**config.mk**
```make
export PLATFORM = sky130hd
export DESIGN_NAME = utf8_syllable_opcode_parser
export DESIGN_NICKNAME = d
export VERILOG_FILES = /design/src/utf8sop_pkg.sv /design/src/utf8sop_front.sv /design/src/utf8sop_fifo.sv /design/src/utf8sop_back.sv /design/src/utf8_syllable_opcode_parser.sv
export SDC_FILE = /design/constraint.sdc
export NUM_CORES = 1
export LEC_CHECK = 0
export ABC_AREA = 1
export BUFFER_PORTS_ARGS = -buffer_cell sky130_fd_sc_hd__buf_4
export CAP_MARGIN = 20
export CORE_MARGIN = 3
export CORE_UTILIZATION = 55
export CTS_CLUSTER_SIZE = 25
export DETAILED_ROUTE_END_ITERATION = 7
export MAX_ROUTING_LAYER = met4
export PLACE_DENSITY = 0.84
export SLEW_MARGIN = 5
export SYNTH_ARGS = -nofsm -noshare
export SYNTH_HDL_FRONTEND = slang
export SYNTH_SLANG_ARGS = --single-unit
```
**constraint.sdc**
```tcl
create_clock -name i_clk -period 7.24 [get_ports i_clk]
set_input_delay 0.362 -clock i_clk [delete_from_list [all_inputs] [get_ports i_clk]]
set_output_delay 0.362 -clock i_clk [all_outputs]
set_load 0.03 [all_outputs]
```
**src/utf8sop_pkg.sv**
```systemverilog
`timescale 1ns / 1ps

package utf8sop_pkg;

    localparam logic [15:0] SYL_BASE   = 16'hAC00;
    localparam logic [7:0]  LEAD_MASK  = 8'hF0;
    localparam logic [7:0]  LEAD_VAL   = 8'hE0;
    localparam logic [7:0]  ASCII_LIM  = 8'h80;
    localparam logic [15:0] CAP_RESET  = 16'd4096;

    localparam int FIFO_DEPTH = 4;
    localparam int FIFO_AW    = $clog2(FIFO_DEPTH);

    typedef enum logic [1:0] {
        PH_IDLE,
        PH_LEAD,
        PH_SECOND
    } t_phase;

    typedef struct packed {
        logic        has_code;
        logic        is_done;
        logic [7:0]  code;
        logic [15:0] count;
    } t_entry;

endpackage

```
**src/utf8sop_front.sv**
```systemverilog
`timescale 1ns / 1ps

module utf8sop_front (
    input  logic                  i_clk,
    input  logic                  i_rst_n,
    input  logic                  i_in_valid,
    output logic                  o_in_ready,
    input  logic [7:0]            i_in_byte,
    input  logic                  i_cfg_valid,
    output logic                  o_cfg_ready,
    input  logic [15:0]           i_cfg_data,
    input  logic                  i_fifo_ready,
    output logic                  o_push,
    output utf8sop_pkg::t_entry   o_push_data
);

    utf8sop_pkg::t_phase r_phase, n_phase;
    logic [3:0]  r_lead, n_lead;
    logic [7:0]  r_second, n_second;
    logic [15:0] r_emitted, n_emitted;
    logic        r_full, n_full;
    logic [15:0] r_capacity;

    logic        w_accept;
    logic        w_cap_hit;
    logic        w_emit_second;
    logic [15:0] w_cnt_inc;
    logic [15:0] w_cp;

    // residue mod 5 via hex digit sum, since 16 is 1 mod 5
    function automatic logic [2:0] syl_op(input logic [15:0] cp);
        logic [15:0] d;
        logic [5:0]  s1;
        logic [4:0]  s2;
        logic [4:0]  r;
        d  = cp - utf8sop_pkg::SYL_BASE;
        s1 = 6'(d[3:0]) + 6'(d[7:4]) + 6'(d[11:8]) + 6'(d[15:12]);
        s2 = 5'(s1[5:4]) + 5'(s1[3:0]);
        if (s2 >= 5'd15) begin
            r = s2 - 5'd15;
        end else if (s2 >= 5'd10) begin
            r = s2 - 5'd10;
        end else if (s2 >= 5'd5) begin
            r = s2 - 5'd5;
        end else begin
            r = s2;
        end
        if (cp < utf8sop_pkg::SYL_BASE) begin
            r = 5'd0;
        end
        return r[2:0];
    endfunction

    assign o_in_ready  = i_fifo_ready;
    assign o_cfg_ready = 1'b1;
    assign w_accept    = i_in_valid && i_fifo_ready;
    assign w_cap_hit   = r_full || (r_emitted >= r_capacity);
    assign w_cnt_inc   = r_emitted + 16'd1;
    assign w_cp        = {r_lead, r_second[5:0], i_in_byte[5:0]};
    assign w_emit_second = (r_phase == utf8sop_pkg::PH_SECOND)
                        && (r_second < utf8sop_pkg::ASCII_LIM) && !w_cap_hit;

    always_comb begin
        n_phase   = r_phase;
        n_lead    = r_lead;
        n_second  = r_second;
        n_emitted = r_emitted;
        n_full    = r_full;
        o_push    = 1'b0;
        o_push_data.has_code = 1'b0;
        o_push_data.is_done  = 1'b0;
        o_push_data.code     = 8'd0;
        o_push_data.count    = r_emitted;
        if (w_accept) begin
            if (i_in_byte == 8'd0) begin
                o_push = 1'b1;
                o_push_data.has_code = w_emit_second;
                o_push_data.is_done  = 1'b1;
                o_push_data.code     = r_second;
                o_push_data.count    = w_emit_second ? w_cnt_inc : r_emitted;
                n_phase   = utf8sop_pkg::PH_IDLE;
                n_lead    = 4'd0;
                n_second  = 8'd0;
                n_emitted = 16'd0;
                n_full    = 1'b0;
            end else if (w_cap_hit) begin
                n_full = 1'b1;
            end else begin
                case (r_phase)
                    utf8sop_pkg::PH_LEAD: begin
                        n_second = i_in_byte;
                        n_phase  = utf8sop_pkg::PH_SECOND;
                    end
                    utf8sop_pkg::PH_SECOND: begin
                        o_push = 1'b1;
                        o_push_data.has_code = 1'b1;
                        o_push_data.code     = {5'd0, syl_op(w_cp)};
                        o_push_data.count    = w_cnt_inc;
                        n_emitted = w_cnt_inc;
                        n_phase   = utf8sop_pkg::PH_IDLE;
                        n_lead    = 4'd0;
                        n_second  = 8'd0;
                    end
                    utf8sop_pkg::PH_IDLE: begin
                        if ((i_in_byte & utf8sop_pkg::LEAD_MASK) == utf8sop_pkg::LEAD_VAL) begin
                            n_lead  = i_in_byte[3:0];
                            n_phase = utf8sop_pkg::PH_LEAD;
                        end else if (i_in_byte < utf8sop_pkg::ASCII_LIM) begin
                            o_push = 1'b1;
                            o_push_data.has_code = 1'b1;
                            o_push_data.code     = i_in_byte;
                            o_push_data.count    = w_cnt_inc;
                            n_emitted = w_cnt_inc;
                        end
                    end
                    default: begin
                        n_phase = utf8sop_pkg::PH_IDLE;
                    end
                endcase
            end
        end
    end

    always_ff @(posedge i_clk) begin
        if (!i_rst_n) begin
            r_phase    <= utf8sop_pkg::PH_IDLE;
            r_lead     <= 4'd0;
            r_second   <= 8'd0;
            r_emitted  <= 16'd0;
            r_full     <= 1'b0;
            r_capacity <= utf8sop_pkg::CAP_RESET;
        end else begin
            r_phase   <= n_phase;
            r_lead    <= n_lead;
            r_second  <= n_second;
            r_emitted <= n_emitted;
            r_full    <= n_full;
            if (i_cfg_valid) begin
                r_capacity <= i_cfg_data;
            end
        end
    end

endmodule

```
**src/utf8sop_fifo.sv**
```systemverilog
`timescale 1ns / 1ps

module utf8sop_fifo (
    input  logic                              i_clk,
    input  logic                              i_rst_n,
    input  logic                              i_push,
    input  utf8sop_pkg::t_entry               i_push_data,
    output logic                              o_ready,
    input  logic                              i_pop,
    output logic                              o_nonempty,
    output utf8sop_pkg::t_entry               o_pop_data,
    output logic [utf8sop_pkg::FIFO_AW:0]     o_count
);

    utf8sop_pkg::t_entry r_mem [utf8sop_pkg::FIFO_DEPTH];
    logic [utf8sop_pkg::FIFO_AW-1:0] r_wr, r_rd;
    logic [utf8sop_pkg::FIFO_AW:0]   r_cnt, n_cnt;

    assign o_ready    = (r_cnt != (utf8sop_pkg::FIFO_AW+1)'(utf8sop_pkg::FIFO_DEPTH));
    assign o_nonempty = (r_cnt != '0);
    assign o_pop_data = r_mem[r_rd];
    assign o_count    = r_cnt;

    always_comb begin
        n_cnt = r_cnt;
        if (i_push && !i_pop) begin
            n_cnt = r_cnt + 1'b1;
        end else if (!i_push && i_pop) begin
            n_cnt = r_cnt - 1'b1;
        end
    end

    always_ff @(posedge i_clk) begin
        if (i_push) begin
            r_mem[r_wr] <= i_push_data;
        end
    end

    always_ff @(posedge i_clk) begin
        if (!i_rst_n) begin
            r_wr  <= '0;
            r_rd  <= '0;
            r_cnt <= '0;
        end else begin
            r_cnt <= n_cnt;
            if (i_push) begin
                r_wr <= r_wr + 1'b1;
            end
            if (i_pop) begin
                r_rd <= r_rd + 1'b1;
            end
        end
    end

endmodule

```
**src/utf8sop_back.sv**
```systemverilog
`timescale 1ns / 1ps

module utf8sop_back (
    input  logic                  i_clk,
    input  logic                  i_rst_n,
    input  logic                  i_nonempty,
    input  utf8sop_pkg::t_entry   i_pop_data,
    output logic                  o_pop,
    output logic                  o_out_valid,
    input  logic                  i_out_ready,
    output logic [7:0]            o_out_code,
    output logic                  o_is_done,
    output logic [15:0]           o_code_count
);

    logic        r_valid, n_valid;
    logic        r_pend, n_pend;
    logic [7:0]  r_code, n_code;
    logic        r_done, n_done;
    logic [15:0] r_count, n_count;
    logic        w_free;

    assign w_free       = !r_valid || i_out_ready;
    assign o_out_valid  = r_valid;
    assign o_out_code   = r_code;
    assign o_is_done    = r_done;
    assign o_code_count = r_count;

    always_comb begin
        n_valid = r_valid && !i_out_ready;
        n_pend  = r_pend;
        n_code  = r_code;
        n_done  = r_done;
        n_count = r_count;
        o_pop   = 1'b0;
        if (w_free) begin
            if (r_pend) begin
                // done transaction following a code from the same entry
                n_valid = 1'b1;
                n_pend  = 1'b0;
                n_code  = 8'd0;
                n_done  = 1'b1;
            end else if (i_nonempty) begin
                o_pop   = 1'b1;
                n_valid = 1'b1;
                n_count = i_pop_data.count;
                if (i_pop_data.has_code) begin
                    n_code = i_pop_data.code;
                    n_done = 1'b0;
                    n_pend = i_pop_data.is_done;
                end else begin
                    n_code = 8'd0;
                    n_done = 1'b1;
                end
            end
        end
    end

    always_ff @(posedge i_clk) begin
        if (!i_rst_n) begin
            r_valid <= 1'b0;
            r_pend  <= 1'b0;
        end else begin
            r_valid <= n_valid;
            r_pend  <= n_pend;
        end
    end

    always_ff @(posedge i_clk) begin
        r_code  <= n_code;
        r_done  <= n_done;
        r_count <= n_count;
    end

endmodule

```
**src/utf8_syllable_opcode_parser.sv**
```systemverilog
`timescale 1ns / 1ps
// utf8 syllable opcode parser
// input channel: one byte per transaction on i_in_byte; a zero byte ends the string
// output channel: o_out_code, o_is_done, o_code_count per transaction; the last
//   transaction of a string has o_is_done set and carries the final count
// config channel: i_cfg_data writes the output capacity; o_cfg_ready is always high,
//   write only while no string transaction is in flight
// throughput: one byte per cycle while o_in_ready is high; a terminator that flushes a held
//   ascii byte gives two output transactions
// data path: classification is combinational, the entry enters the four-entry queue
//   at the accepting edge and moves into the output register once that register is free
// stalls: when i_out_ready is low the output register holds, the queue fills, and
//   o_in_ready drops once the queue is full
// reset: synchronous active-low; clears string state, the queue and the output,
//   and sets the capacity to 4096

module utf8_syllable_opcode_parser (
    input  logic        i_clk,
    input  logic        i_rst_n,
    input  logic        i_in_valid,
    output logic        o_in_ready,
    input  logic [7:0]  i_in_byte,
    output logic        o_out_valid,
    input  logic        i_out_ready,
    output logic [7:0]  o_out_code,
    output logic        o_is_done,
    output logic [15:0] o_code_count,
    input  logic        i_cfg_valid,
    output logic        o_cfg_ready,
    input  logic [15:0] i_cfg_data
);

    logic                          w_push;
    utf8sop_pkg::t_entry           w_push_data;
    logic                          w_fifo_ready;
    logic                          w_pop;
    logic                          w_nonempty;
    utf8sop_pkg::t_entry           w_pop_data;
    logic [utf8sop_pkg::FIFO_AW:0] w_count;

    utf8sop_front u_front (
        .i_clk        (i_clk),
        .i_rst_n      (i_rst_n),
        .i_in_valid   (i_in_valid),
        .o_in_ready   (o_in_ready),
        .i_in_byte    (i_in_byte),
        .i_cfg_valid  (i_cfg_valid),
        .o_cfg_ready  (o_cfg_ready),
        .i_cfg_data   (i_cfg_data),
        .i_fifo_ready (w_fifo_ready),
        .o_push       (w_push),
        .o_push_data  (w_push_data)
    );

    utf8sop_fifo u_fifo (
        .i_clk       (i_clk),
        .i_rst_n     (i_rst_n),
        .i_push      (w_push),
        .i_push_data (w_push_data),
        .o_ready     (w_fifo_ready),
        .i_pop       (w_pop),
        .o_nonempty  (w_nonempty),
        .o_pop_data  (w_pop_data),
        .o_count     (w_count)
    );

    utf8sop_back u_back (
        .i_clk        (i_clk),
        .i_rst_n      (i_rst_n),
        .i_nonempty   (w_nonempty),
        .i_pop_data   (w_pop_data),
        .o_pop        (w_pop),
        .o_out_valid  (o_out_valid),
        .i_out_ready  (i_out_ready),
        .o_out_code   (o_out_code),
        .o_is_done    (o_is_done),
        .o_code_count (o_code_count)
    );

    a_fifo_bound: assert property (@(posedge i_clk) disable iff (!i_rst_n)
        w_count <= (utf8sop_pkg::FIFO_AW+1)'(utf8sop_pkg::FIFO_DEPTH))
        else $error("queue count beyond depth");

    a_done_code_zero: assert property (@(posedge i_clk) disable iff (!i_rst_n)
        o_out_valid && o_is_done |-> o_out_code == 8'd0)
        else $error("done transaction with nonzero code");

    a_code_counted: assert property (@(posedge i_clk) disable iff (!i_rst_n)
        o_out_valid && !o_is_done |-> o_code_count != 16'd0)
        else $error("code transaction with zero count");

    a_pop_needs_data: assert property (@(posedge i_clk) disable iff (!i_rst_n)
        w_pop |-> w_nonempty)
        else $error("pop from empty queue");

endmodule

```
Word level (Yosys, flattened, before mapping)
Memories as Yosys holds them, arrays and structs flattened. A register that Yosys moved wholly into a read port is not among the register bits.
Cells that the tools add are included.
- output and inout bits: 28
- memories kept: 1
- bits in writable memories: 104
- register bits after elaboration: 81
- logic and storage cells: 128
- input port bits: 29
- memory list (memory ; depth ; width ; read ports ; clocked after Yosys merged registers in ; write ports ; RTL line ; source):
    u_fifo.r_mem ; 4 ; 26 ; 1 ; 1 ; 1 ; utf8sop_fifo.sv:15 ; utf8sop_pkg::t_entry r_mem [utf8sop_pkg::FIFO_DEPTH];
- bitwise gates (word level): 1
- equal/unequal tests: 8
- reductions and logical operators: 28
- magnitude comparators: 7
- add/sub/neg operators: 13
- mux-type cells: 56
- operators by type and width (cell ; number):
    $mux W24 ; 4
    $mux W16 ; 5
    $pmux W24 S2 ; 1
    $mux W8 ; 4
    $pmux W16 S2 ; 1
    $mux W26 ; 1
    $mux W1 ; 22
    $mux W3 ; 6
    $add A16 B1 Y16 const B ; 1
    $ge A16 B16 Y1 ; 1
    $lt A16 B16 Y1 const B ; 1
    $lt A8 B8 Y1 const B ; 2
    $pmux W8 S2 ; 1
    $sub A16 B16 Y16 const B ; 1
    $add A6 B4 Y6 ; 2
    $mux W4 ; 3
    $ge A5 B4 Y1 const B ; 2
    $mux W2 ; 5
    $reduce_and A3 Y1 ; 3
    $reduce_bool A3 Y1 ; 3
    $logic_not A8 Y1 ; 1
    $pmux W4 S2 ; 1
    $logic_and A1 B1 Y1 ; 6
    $ne A3 B1 Y1 const B ; 2
    other kinds (24) ; 34

Longest topological paths before layout
Gate-level depths: netlist of the first run.
- depth after elaboration: 14
- mapped depth: 27
- gate-level depth less buffers: 27

Cells and area by module
From an unflattened synthesis of the first run, not the netlist that was laid out.
- cells, all modules: 1085
- area total of the unflattened synthesis: 9754.4 um2
- by module, submodules not included (module ; cells an instance ; sequential area each (um2) ; area an instance (um2) ; times used):
    utf8sop_front ; 717 ; 940.9 ; 4539.4 ; 1
    utf8sop_fifo ; 309 ; 3303.2 ; 4291.6 ; 1
    utf8sop_back ; 59 ; 790.8 ; 923.4 ; 1

Worst setup path after synthesis of the first run
No wires, ideal clock.
- kind: input port to flip-flop
- start: input port i_in_byte[0]
- end: memory u_fifo.r_mem[0][18] (netlist bit), data pin
- data required time: 6.975 ns
- data arrival time: 4.226 ns
- buffers on the path: 0
- library setup time: 0.265 ns
- cell stages on the path: 23
- slack: 2.749 ns
- cells stage by stage: ha_1 fa_1 xnor2_1 fa_1 inv_1 ha_1 a21oi_1 o21ai_0 xor2_1 ha_1 fa_1 inv_1 ha_1 a21oi_1 nand2_1 inv_1 nand3_1 o21ai_0 nor2_1 o21ai_0 nand2_1 nand2_1 nand2_1
- RTL lines (item ; RTL line ; source):
    start: declaration ; utf8_syllable_opcode_parser.sv:22 ; input logic [7:0] i_in_byte,
    end: declaration ; utf8sop_fifo.sv:15 ;

==> key figures, run 1 <==
Timing
  • Skew final: 0.00934 ns
  • Hold Fails Final Rpt: 0
  • Least-Margin Pin Slew: 0.881 ns
  • Final min period: 4.71 ns
  • Maximum operating frequency: 212 MHz
  • Slew margin rel.: 41.1%
  • Unrepaired setup endpoints after global routing: no
  • Final period utilization: 65.0%
  • Slew Limit Fails: 0
  • Setup-failing EPs final: 0
  • Setup TNS: 0 ns

Route
  • Wire per inst: 15.7 um
  • First-pass iteration count of the detailed router: 6
  • First-iteration detailed-routing DRC count: 935
  • Final antenna-violating net count: 0
  • Vias/cell: 5.58
  • Total routed wirelength: 21900 um
  • DRC viols: 0
  • Vias: 7758

Place
  • Hpwl dp: 14400 um
  • Dpl cell area: 10300 um2
  • IO Port Bufs: 55
  • Routability cong.: 0.923

Global routing
  • Gr usage total: 23.1%
  • First-pass GRT wire length: 35500 um
  • Initial antenna violation count: 0
  • Vias in the first global route: 7172
  • Total gr overflow: 0
  • Largest net degree at the start of global routing: 54

Clock network
  • Resize count post-CTS: 0
  • Clk Latency, worst-skew pair: 0.43 ns
  • CTS sink cnt: 187
  • Longest Clk Path Bufs: 2
  • H-tree levels: 4
  • Clk slew on worst S/H paths: 0.07 ns
  • Post-CTS Setup Repair Bufs: 0
  • Clock Tree Root: clkbuf_16
  • Number of CTS-inserted buffers: 17
  • CTS Hold Buffers Added: 0
  • CTS tree: done

Layout
  • Number of diodes: 0
  • Commonest cells after routing, fill and taps aside: 227 x nand2_1, 138 x nor2_1, 129 x edfxtp_1
  • Post-route cell area: 10900 um2
  • Share of post-route cells with drive strength above 1: 11.3%
  • Fin nets: 1230
  • Fin util: 62.7%
  • Most common cell after layout, fill and taps aside: nand2_1
  • P&R area growth vs syn: 11.2%

Floorplanning
  • Initial Util: 56.3%
  • Io pins: 57
  • Die area: 19400 um2
  • Core Footprint: 17400 um2
  • Die Span Y: 139 um
  • Row count: 48
  • Chip Width: 139 um

Synthesis
  • YS warnings: 0
  • Yosys top cell by area: edfxtp_1
  • Syn nets: 1196
  • Top FF cell, synth: edfxtp_1
  • Mapped Area: 9780 um2
  • Top cell type's share of synthesized area: 39.6%
  • Avg Cell Area, Syn: 8.75 um2
  • Synth area leaders: edfxtp_1 40%, dfxtp_1 12%, nand2_1 8.7%
  • Distinct cells, synth: 44
  • Yosys reg bits: 187
  • Post-synthesis cell count: 1118
  • Ys async rst share: 0%
  • Post-synth EDFFs: 129
  • Register area share after synthesis: 51.5%

Power
  • Max VDD drop: 0.212 mV
  • Power Dens Cells: 352 nW/um2
  • Lkg Pwr: 0.00461 uW

Worst hold path
  • HP Class: in -> reg

Setup path
  • Critical path class: reg -> reg
  • Worst path arrival time: 4.88 ns
  • Crit start category: flop
  • Crit. End Element: flop
  • Critical-path maximum fanout: 6
  • CP Data Required Time: 7.41 ns

Job
  • Max-cap violations: 0

Outcome
  • Status: finished, final reports clean
-- per-layer routing --
| layer | wire (um) | GRT usage [%] |
|---|---|---|
| met1 | 9420 | 31.5 |
| met2 | 10400 | 36.0 |
| met3 | 1680 | 3.95 |
| met4 | 364 | 6.80 |
| met5 | 0 | - |
-- sequential cells by signal, summed over array words and instances, names as in the netlist, 2 cells and up, named ones only --
signal               flops
u_fifo.r_mem           104
u_back.o_out_code        8
u_front.r_phase          2
u_fifo.r_rd              2
u_front.r_lead           4
u_front.r_second         8
u_front.r_emitted       16
u_back.o_code_count     16
u_fifo.o_count           3
u_fifo.r_wr              2
u_front.r_capacity      16
-- final cells by class --
| cell class | instances | area (um2) |
|---|---|---|
| Timing Repair Buffer | 64 | 480 |
| Clock inverter | 15 | 138 |
| Multi-Input combinational cell | 757 | 4050 |
| Clock buffer | 17 | 425 |
| Fill cell | 1399 | 6480 |
| Sequential cell | 187 | 5030 |
| Tap cell | 225 | 282 |
| Inverter | 125 | 469 |
-- cell families (layout without fill, tap and decap cells) --
group | count (synthesis) | count (layout) | synth area share [%]
and+or+nand+nor | 474 | 474 | 20.8
AOI/OAI and AO/OA | 218 | 218 | 12.1
DFF | 187 | 187 | 51.5
buffers and inverters | 174 | 221 | 7.32
adders and majority gates | 49 | 49 | 6.88
xor gates and xnor gates | 15 | 15 | 1.34
other | 1 | 1 | 0.0383
-- Yosys cell counts, drive strengths merged (2+ instances only) --
library cell	instances
a21o	2
a21oi	74
a22oi	8
buf	23
clkbuf	26
dfxtp	58
edfxtp	129
fa	8
ha	41
inv	125
nand2	231
nand3	63
nand3b	5
nand4	15
nor2	151
nor3	7
o21ai	102
o21bai	4
o22ai	22
xnor2	3
xor2	12
-- critical path, stage by stage (launching register included) --
cell	delay (ns)
dfxtp_1	0.32
ha_1	0.32
a21oi_1	0.16
nand2_1	0.08
xor2_1	0.16
fa_1	0.53
inv_1	0.04
ha_1	0.29
inv_1	0.05
o21ai_0	0.20
xor2_1	0.10
ha_1	0.24
fa_1	0.61
inv_1	0.15
ha_1	0.20
a21oi_1	0.14
nand2_1	0.06
inv_1	0.06
nand3_1	0.12
o21ai_0	0.19
nor2_1	0.05
o21ai_0	0.15
nand2_1	0.07
nand2_1	0.06
nand2_1	0.09
-- per-stage QoR --
step | worst slack [ns] | hold WS [ns] | cells | total power (uW)
after global placement | 2.36 | 0.441 | 1357 | 2880
after global routing | 2.14 | 0.156 | 1390 | 4070
after floorplan | 2.75 | 0.430 | 1118 | 2530
after detailed placement | 2.23 | 0.448 | 1357 | 2930
final | 2.53 | 0.146 | 1390 | 3830
after CTS | 2.54 | 0.135 | 1389 | 3820
-- final timing paths --
path,from,end,slack [ns],cells after the start
worst max-delay path,u_front.r_second[0],u_fifo.r_mem[0][18],2.53,24
worst min-delay path,i_cfg_valid,u_front.r_capacity[12],0.15,2
worst max register to register,u_front.r_second[0],u_fifo.r_mem[0][18],2.53,24
worst min register to register,u_front.r_second[6],u_front.r_second[6],0.46,2
-- power by group --
part           switching, uW  internal (uW)
Combinational            982            458
Sequential              85.5           1410
Clock                    414            480
No activity file was read; power rests on OpenSTA's default activity.
==> run 2, diff against run 1 <==
ABC_AREA = 0   (was 1)
PLACE_DENSITY = 0.87   (was 0.84)
clock period = 4.22 ns   (was 7.24 ns; I/O delays follow)
==> key figures, run 2 <==
Synthesis
  • Post-synth EDFFs: 129 (unchanged)
  • Syn nets: 773 (-35%)
  • Top cell type's share of synthesized area: 43.8% (+4.2 points)
  • Yosys top cell by area: edfxtp_1
  • Post-synthesis cell count: 695 (-38%)
  • Yosys reg bits: 187 (unchanged)
  • YS warnings: 0 (unchanged)
  • Distinct cells, synth: 63 (+43%)
  • Mapped Area: 8850 um2 (-9.5%)
  • Post-synth top cells: 129 x edfxtp_1, 58 x dfxtp_1, 45 x nor2_1
  • Top FF cell, synth: edfxtp_1
  • Avg Cell Area, Syn: 12.7 um2 (+46%)
  • Ys async rst share: 0% (unchanged)
  • Register area share after synthesis: 56.9% (+5.4 points)
  • Top-count cell post-synth: edfxtp_1
  • Synth area leaders: edfxtp_1 44%, dfxtp_1 13%, mux4_2 6.6%

Outcome
  • Status: finished with violations
  • Failing checks: setup timing

Setup path
  • Reg-to-reg critical path startpoint: u_front.r_second[5]
  • CP Capture Point: u_fifo.r_mem[3][17]
  • Crit start category: flop
  • Start point of the critical path: u_front.r_second[5]
  • Register-to-Register Path Depth: 19 (-21%)
  • Worst r2r dst: u_fifo.r_mem[3][17]
  • Reg2Reg Setup Slack: -0.46 ns (-2.99 ns)
  • Crit. End Element: flop
  • Critical-path maximum fanout: 4 (-2)
  • Critical path class: reg -> reg
  • CP Data Required Time: 4.39 ns (-3.02 ns)
  • Worst path arrival time: 4.84 ns (-0.04 ns)

Floorplanning
  • Chip Width: 133 um (-4.7%)
  • Core Footprint: 15500 um2 (-11%)
  • Initial Util: 57.2% (+0.82 points)
  • Die area: 17700 um2 (-9.1%)
  • Row count: 45 (-6.3%)
  • Io pins: 57 (unchanged)
  • Die Span Y: 133 um (-4.7%)

Timing
  • Least-Margin Pin Slew: 0.849 ns (-0.0312 ns)
  • Slew margin rel.: 42.7% (+1.6 points)
  • Maximum operating frequency: 214 MHz (+0.60%)
  • Setup-failing EPs final: 12 (+12)
  • Unrepaired setup endpoints after global routing: yes
  • Skew final: 0.00963 ns (+0.000295 ns)
  • WHS: 0.0116 ns (-0.135 ns)
  • Final min period: 4.68 ns (-0.0283 ns)
  • Slew Limit Fails: 0 (unchanged)
  • Final period utilization: 111% (+46 points)
  • Hold Fails Final Rpt: 0 (unchanged)
  • Final WS setup: -0.459 ns (-2.99 ns)

Route
  • Vias/cell: 6.07 (+8.8%)
  • Wire per inst: 20.1 um (+27%)
  • Total routed wirelength: 20400 um (-6.7%)
  • First-pass iteration count of the detailed router: 5 (-1)
  • First-iteration detailed-routing DRC count: 554 (-41%)
  • Final antenna-violating net count: 0 (unchanged)
  • Vias: 6176 (-20%)
  • DRC viols: 0 (unchanged)

Clock network
  • Longest Clk Path Bufs: 2 (unchanged)
  • Clock Tree Root: clkbuf_16
  • CTS tree: done
  • Clk Latency, worst-skew pair: 0.44 ns (about the same)
  • H-tree levels: 4 (unchanged)
  • Number of CTS-inserted buffers: 17 (unchanged)
  • Clk slew on worst S/H paths: 0.07 ns (about the same)
  • CTS sink cnt: 187 (unchanged)

Layout
  • Fin util: 69.7% (+7.0 points)
  • Most flops, register: u_fifo.r_mem
  • Post-route cell area: 10800 um2 (-0.81%)
  • Most common cell after layout, fill and taps aside: edfxtp_1
  • Max FFs per register: 104 (unchanged)
  • Fin nets: 871 (-29%)
  • P&R area growth vs syn: 21.9%
  • Filler cell count: 1001 (-28%)
  • Commonest cells after routing, fill and taps aside: 129 x edfxtp_1, 94 x buf_4, 54 x dfxtp_1
  • Share of post-route cells with drive strength above 1: 27.0% (+16 points)
  • Number of diodes: 0 (unchanged)

Global routing
  • First-pass GRT wire length: 32300 um (-9.2%)
  • Initial antenna violation count: 0 (unchanged)
  • Gr usage total: 23.8% (+0.67 points)
  • Total gr overflow: 0 (unchanged)
  • Vias in the first global route: 6203 (-14%)
  • Largest net degree at the start of global routing: 25 (-54%)

Place
  • Routability cong.: 0.874 (-5.3%)
  • Hpwl dp: 13800 um (-4.1%)
  • IO Port Bufs: 55 (unchanged)
  • Dpl cell area: 9800 um2 (-4.9%)

Worst hold path
  • HP Class: in -> reg

Power
  • Lkg Pwr: 0.00406 uW (-12%)
  • Power Dens Cells: 569 nW/um2 (+62%)
  • Max VDD drop: 0.296 mV (+40%)
  • Final total power: 6140 uW (+60%)

Job
  • Max-cap violations: 0 (unchanged)
run 2: changes by cell type after synthesis, sizes merged, moves of 13 or more:
cell and delta:
or3 +13, o22ai -20, a21oi -47, a22o +15
xnor2 +15, nor2b +18, nor2 -106, nand3 -45
mux2i +16, o21ai -81, mux4 +26, inv -80
nand2 -196
run 2: cell families after synthesis:
group / after synthesis / share of synthesized area, %
buffers and inverters: 74 / 3.31
other: 1 / 0.0424
AOI/OAI and AO/OA: 122 / 9.58
DFF: 187 / 56.9
and+or+nand+nor: 187 / 10.8
muxes: 44 / 8.68
adders and majority gates: 49 / 7.61
xor gates and xnor gates: 31 / 3.07
run 2: where the power goes:
part           switching [uW]  leakage, uW  total (uW)  internal [uW]
registers                 112      0.00168        2370           2260
clock network             750     0.000280        1590            844
logic                    1230      0.00210        2170            936
run 2: layout make-up:
cell class	count	area [um2]	share of cell area, %
clock buffers	17	425	3.94
clock inverters	15	173	1.60
inverters	46	173	1.60
multi-input cells	434	3850	35.7
flip-flops and latches	187	5040	46.7
well taps	211	264	2.45
repair buffers	107	861	7.98
run 2: metrics by stage:
step / setup TNS (ns) / setup slack, ns / cells
2_1_floorplan: -2.38 / -0.249 / 695
3_3_place_gp: -5.26 / -0.454 / 970
3_5_place_dp: -8.63 / -0.738 / 970
4_1_cts: -3.66 / -0.330 / 1013
5_1_grt: -6.62 / -0.594 / 1017
6_report: -4.73 / -0.459 / 1017
run 2: timing repair:
item / 4_1_cts / 5_1_grt
pin swaps: 23 / 24
cloned: 0 / 0
setup endpoints to repair: 12 / 12
resized for setup: 35 / 14
hold endpoints to repair: 7 / 0
hold buffers: 7 / 0
setup buffers: 5 / 4
run 2: critical path, stage by stage, from the launching register on:
cell	delay, ns
dfxtp_2	0.35
ha_4	0.17
o21ai_4	0.15
xnor2_2	0.10
fa_1	0.52
inv_2	0.06
buf_4	0.13
fa_2	0.39
a21o_1	0.18
a21o_1	0.18
fa_2	0.61
inv_2	0.08
ha_1	0.27
a21oi_1	0.18
a21oi_1	0.05
o22ai_1	0.25
nor2_1	0.15
mux2_4	0.29
a31oi_4	0.19
o21ai_2	0.10
run 2: routing by layer:
metal	global-route usage [%]	routed length (um)	part of all wire, %
met5	-	0	0
met2	38.4	10200	50
met3	4.79	1500	7.4
met4	7.27	377	1.8
met1	30.6	8290	41
run 2: worst min path at each step:
stage	start	to	slack, ns	cells after the start
after floorplan	i_in_byte[0]	u_front.r_lead[0]	0.34	1
after global placement	i_cfg_data[12]	u_front.r_capacity[12]	0.43	3
after detailed placement	i_cfg_data[12]	u_front.r_capacity[12]	0.45	3
after CTS	i_cfg_data[6]	u_front.r_capacity[6]	0.001	3
after global routing	i_cfg_data[6]	u_front.r_capacity[6]	0.02	3
final	i_cfg_data[10]	u_front.r_capacity[10]	0.01	3
==> run 3, diff against run 2 <==
CELL_PAD_IN_SITES_DETAIL_PLACEMENT = 0   (was unset)
CELL_PAD_IN_SITES_GLOBAL_PLACEMENT = 1   (was unset)
CORE_ASPECT_RATIO = 1.25   (was unset)
CORE_UTILIZATION = 45   (was 55)
HOLD_SLACK_MARGIN = 0.03   (was unset)
==> key figures, run 3 (synthesized netlist as in run 2, its figures left out) <==
Power
  • Switching fraction of total power: 34.1% (-0.043 points)
  • Power Dens Cells: 558 nW/um2 (-1.8%)
  • Switching Power: 2080 uW (-0.62%)
  • Max VDD drop: 0.294 mV (-0.83%)
  • Logic gate share of total power: 36.8% (+1.4 points)
  • Internal power: 4020 uW (-0.43%)
  • Clock share of power: 24.5% (-1.5 points)
  • Lkg Pwr: 0.00410 uW (+1.1%)
  • Sequential share of power: 38.7% (about the same)

Layout
  • Most flops, register: u_fifo.r_mem
  • Max FFs per register: 104 (unchanged)
  • Number of diodes: 0 (unchanged)
  • Most common cell after layout, fill and taps aside: edfxtp_1
  • Commonest cells after routing, fill and taps aside: 129 x edfxtp_1, 99 x buf_4, 55 x dfxtp_1
  • Area of the multi-input gates: 3890 um2 (+0.88%)
  • Share of post-route cells with drive strength above 1: 27.8% (+0.70 points)
  • Fin util: 57.4% (-12 points)
  • Post-route cell area: 10900 um2 (+1.3%)
  • P&R area growth vs syn: 23.5%
  • Filler cell count: 1520 (+52%)
  • Fin nets: 883 (+1.4%)
  • Sequential cell area: 5040 um2 (about the same)

Clock network
  • Clk Latency, worst-skew pair: 0.43 ns (about the same)
  • H-tree levels: 4 (unchanged)
  • CTS tree: done
  • Longest Clk Path Bufs: 2 (unchanged)
  • Clk slew on worst S/H paths: 0.07 ns (about the same)
  • CTS sink cnt: 187 (unchanged)
  • Clock Tree Root: clkbuf_16
  • Number of CTS-inserted buffers: 17 (unchanged)

Setup path
  • Critical path cell sequence: ha_4 -> o21ai_4 -> xnor2_2 -> fa_1 -> inv_2 -> ha_4 -> a21o_1 -> a21oi_2 -> xnor2_1 -> ha_2 -> fa_2 -> inv_4 -> ha_1 -> a21oi_1 -> a21oi_1 -> o22ai_2 -> nor2_2 -> buf_4 -> o211ai_1 -> a31oi_4 -> o21ai_2
  • Critical path class: reg -> reg
  • CP Data Required Time: 4.48 ns (+0.09 ns)
  • Crit. End Element: flop
  • Crit start category: flop
  • CP max stage cell: fa_2
  • Worst path arrival time: 4.95 ns (+0.11 ns)
  • Critical-path maximum fanout: 4 (unchanged)
  • Max incr delay on CP: 0.65 ns (+0.04 ns)

Timing
  • Final min period: 4.70 ns (+0.0201 ns)
  • Unrepaired setup endpoints after global routing: yes
  • Final WS setup: -0.479 ns (-0.0201 ns)
  • Least-Margin Pin Slew: 1.02 ns (+0.170 ns)
  • Setup TNS: -5.17 ns (-0.440 ns)
  • Final period utilization: 111% (+0.48 points)
  • Setup-failing EPs final: 12 (unchanged)
  • Slew Limit Fails: 0 (unchanged)
  • Maximum operating frequency: 213 MHz (-0.43%)
  • Slew margin rel.: 31.2% (-11 points)
  • Skew final: 0.00966 ns (+0.0000284 ns)
  • Hold Fails Final Rpt: 0 (unchanged)

Route
  • Final antenna-violating net count: 0 (unchanged)
  • First-pass iteration count of the detailed router: 7 (+2)
  • Vias: 6052 (-2.0%)
  • First-iteration detailed-routing DRC count: 553 (-0.18%)
  • DRC viols: 0 (unchanged)
  • Vias/cell: 5.61 (-7.6%)
  • Total routed wirelength: 20200 um (-1.1%)
  • Wire per inst: 18.7 um (-6.8%)

Floorplanning
  • Core Footprint: 19100 um2 (+23%)
  • Die Span Y: 163 um (+23%)
  • Chip Width: 131 um (-1.1%)
  • Io pins: 57 (unchanged)
  • Row count: 56 (+24%)
  • Initial Util: 46.4% (-11 points)
  • Die area: 21400 um2 (+21%)

Global routing
  • Initial antenna violation count: 0 (unchanged)
  • Gr usage total: 19.6% (-4.2 points)
  • Met3 usage: 2.94% (-1.9 points)
  • Most Crowded Layer GR: met2
  • Total gr overflow: 0 (unchanged)
  • Met1 Use GR: 23.1% (-7.5 points)
  • First-pass GRT wire length: 32500 um (+0.69%)
  • Vias in the first global route: 6199 (-0.064%)
  • Grt met2 use: 34.4% (-4.0 points)
  • Largest net degree at the start of global routing: 27 (+8.0%)

Place
  • Hpwl dp: 13500 um (-2.4%)
  • Routability cong.: 0.957 (+9.5%)
  • IO Port Bufs: 55 (unchanged)
  • Dpl cell area: 9840 um2 (+0.38%)

Job
  • Max-cap violations: 0 (unchanged)

Worst hold path
  • HP Class: in -> reg

Outcome
  • Failing checks: setup timing
  • Status: finished with violations
-- run 3: cell types whose count changed in the layout (fill, tap and decap cells not counted), sizes merged --
cell         change
clkinvlp         -3
clkinv           +1
dlygate4sd3      +6
bufinv           -1
buf              +6
inv              +3
-- run 3: worst paths after layout --
kind                                     startpoint                     to  slack, ns  cells past startpoint
worst max register to register  u_front.r_second[5]    u_fifo.r_mem[0][17]      -0.48                     21
worst min register to register    u_front.r_lead[3]      u_front.r_lead[3]       0.48                      1
worst max-delay path            u_front.r_second[5]    u_fifo.r_mem[0][17]      -0.48                     21
worst min-delay path                  i_cfg_data[3]  u_front.r_capacity[3]       0.04                      3
-- run 3: metal layers --
metal | wire, um | vias up | part of all wire, %
li1 | - | 2800 | -
met1 | 8050 | 2965 | 40
met4 | 575 | 0 | 2.9
met3 | 960 | 49 | 4.8
met2 | 10600 | 238 | 52
met5 | 0 | - | 0
-- run 3: final cells by class --
type                    instances  share of cell area (%)
clock buffers                  17                    3.89
clock inverters                15                    1.14
inverters                      46                    1.60
multi-input cells             434                    35.6
flip-flops and latches        187                    46.1
well taps                     261                    2.99
repair buffers                119                    8.71
-- run 3: power groups by stage --
stage                     clock network [uW]  logic [uW]  registers [uW]
after global routing                    1580        2400            2390
after global placement                     0        1780            2390
final                                   1490        2250            2360
after floorplan                            0        1030            2640
after CTS                               1520        2110            2370
after detailed placement                   0        1870            2400
-- run 3: metrics by stage --
stage	worst slack [ns]	instances	hold slack, ns	power [uW]
final	-0.479	1079	0.0419	6100
after global routing	-0.615	1079	0.0491	6380
after CTS	-0.316	1074	0.0301	6000
after detailed placement	-0.666	1020	0.444	4270
after global placement	-0.452	1020	0.438	4170
after floorplan	-0.249	695	0.337	3680
-- run 3: what timing repair did --
action / 4_1_cts / 5_1_grt
buffers inserted: 9 / 5
hold endpoints to repair: 13 / 0
hold buffers: 13 / 0
endpoints found under the setup margin: 12 / 12
pin swaps: 28 / 8
resized for setup: 44 / 17
-- run 3: worst max-delay path: cells and delay by family (launching register included) --
kind	cells	cell delay [ns]
xor gates and xnor gates	2	0.24
DFF	1	0.36
and+or+nand+nor	1	0.08
buffers and inverters	3	0.32
adders and majority gates	6	1.95
AOI/OAI and AO/OA	9	1.58
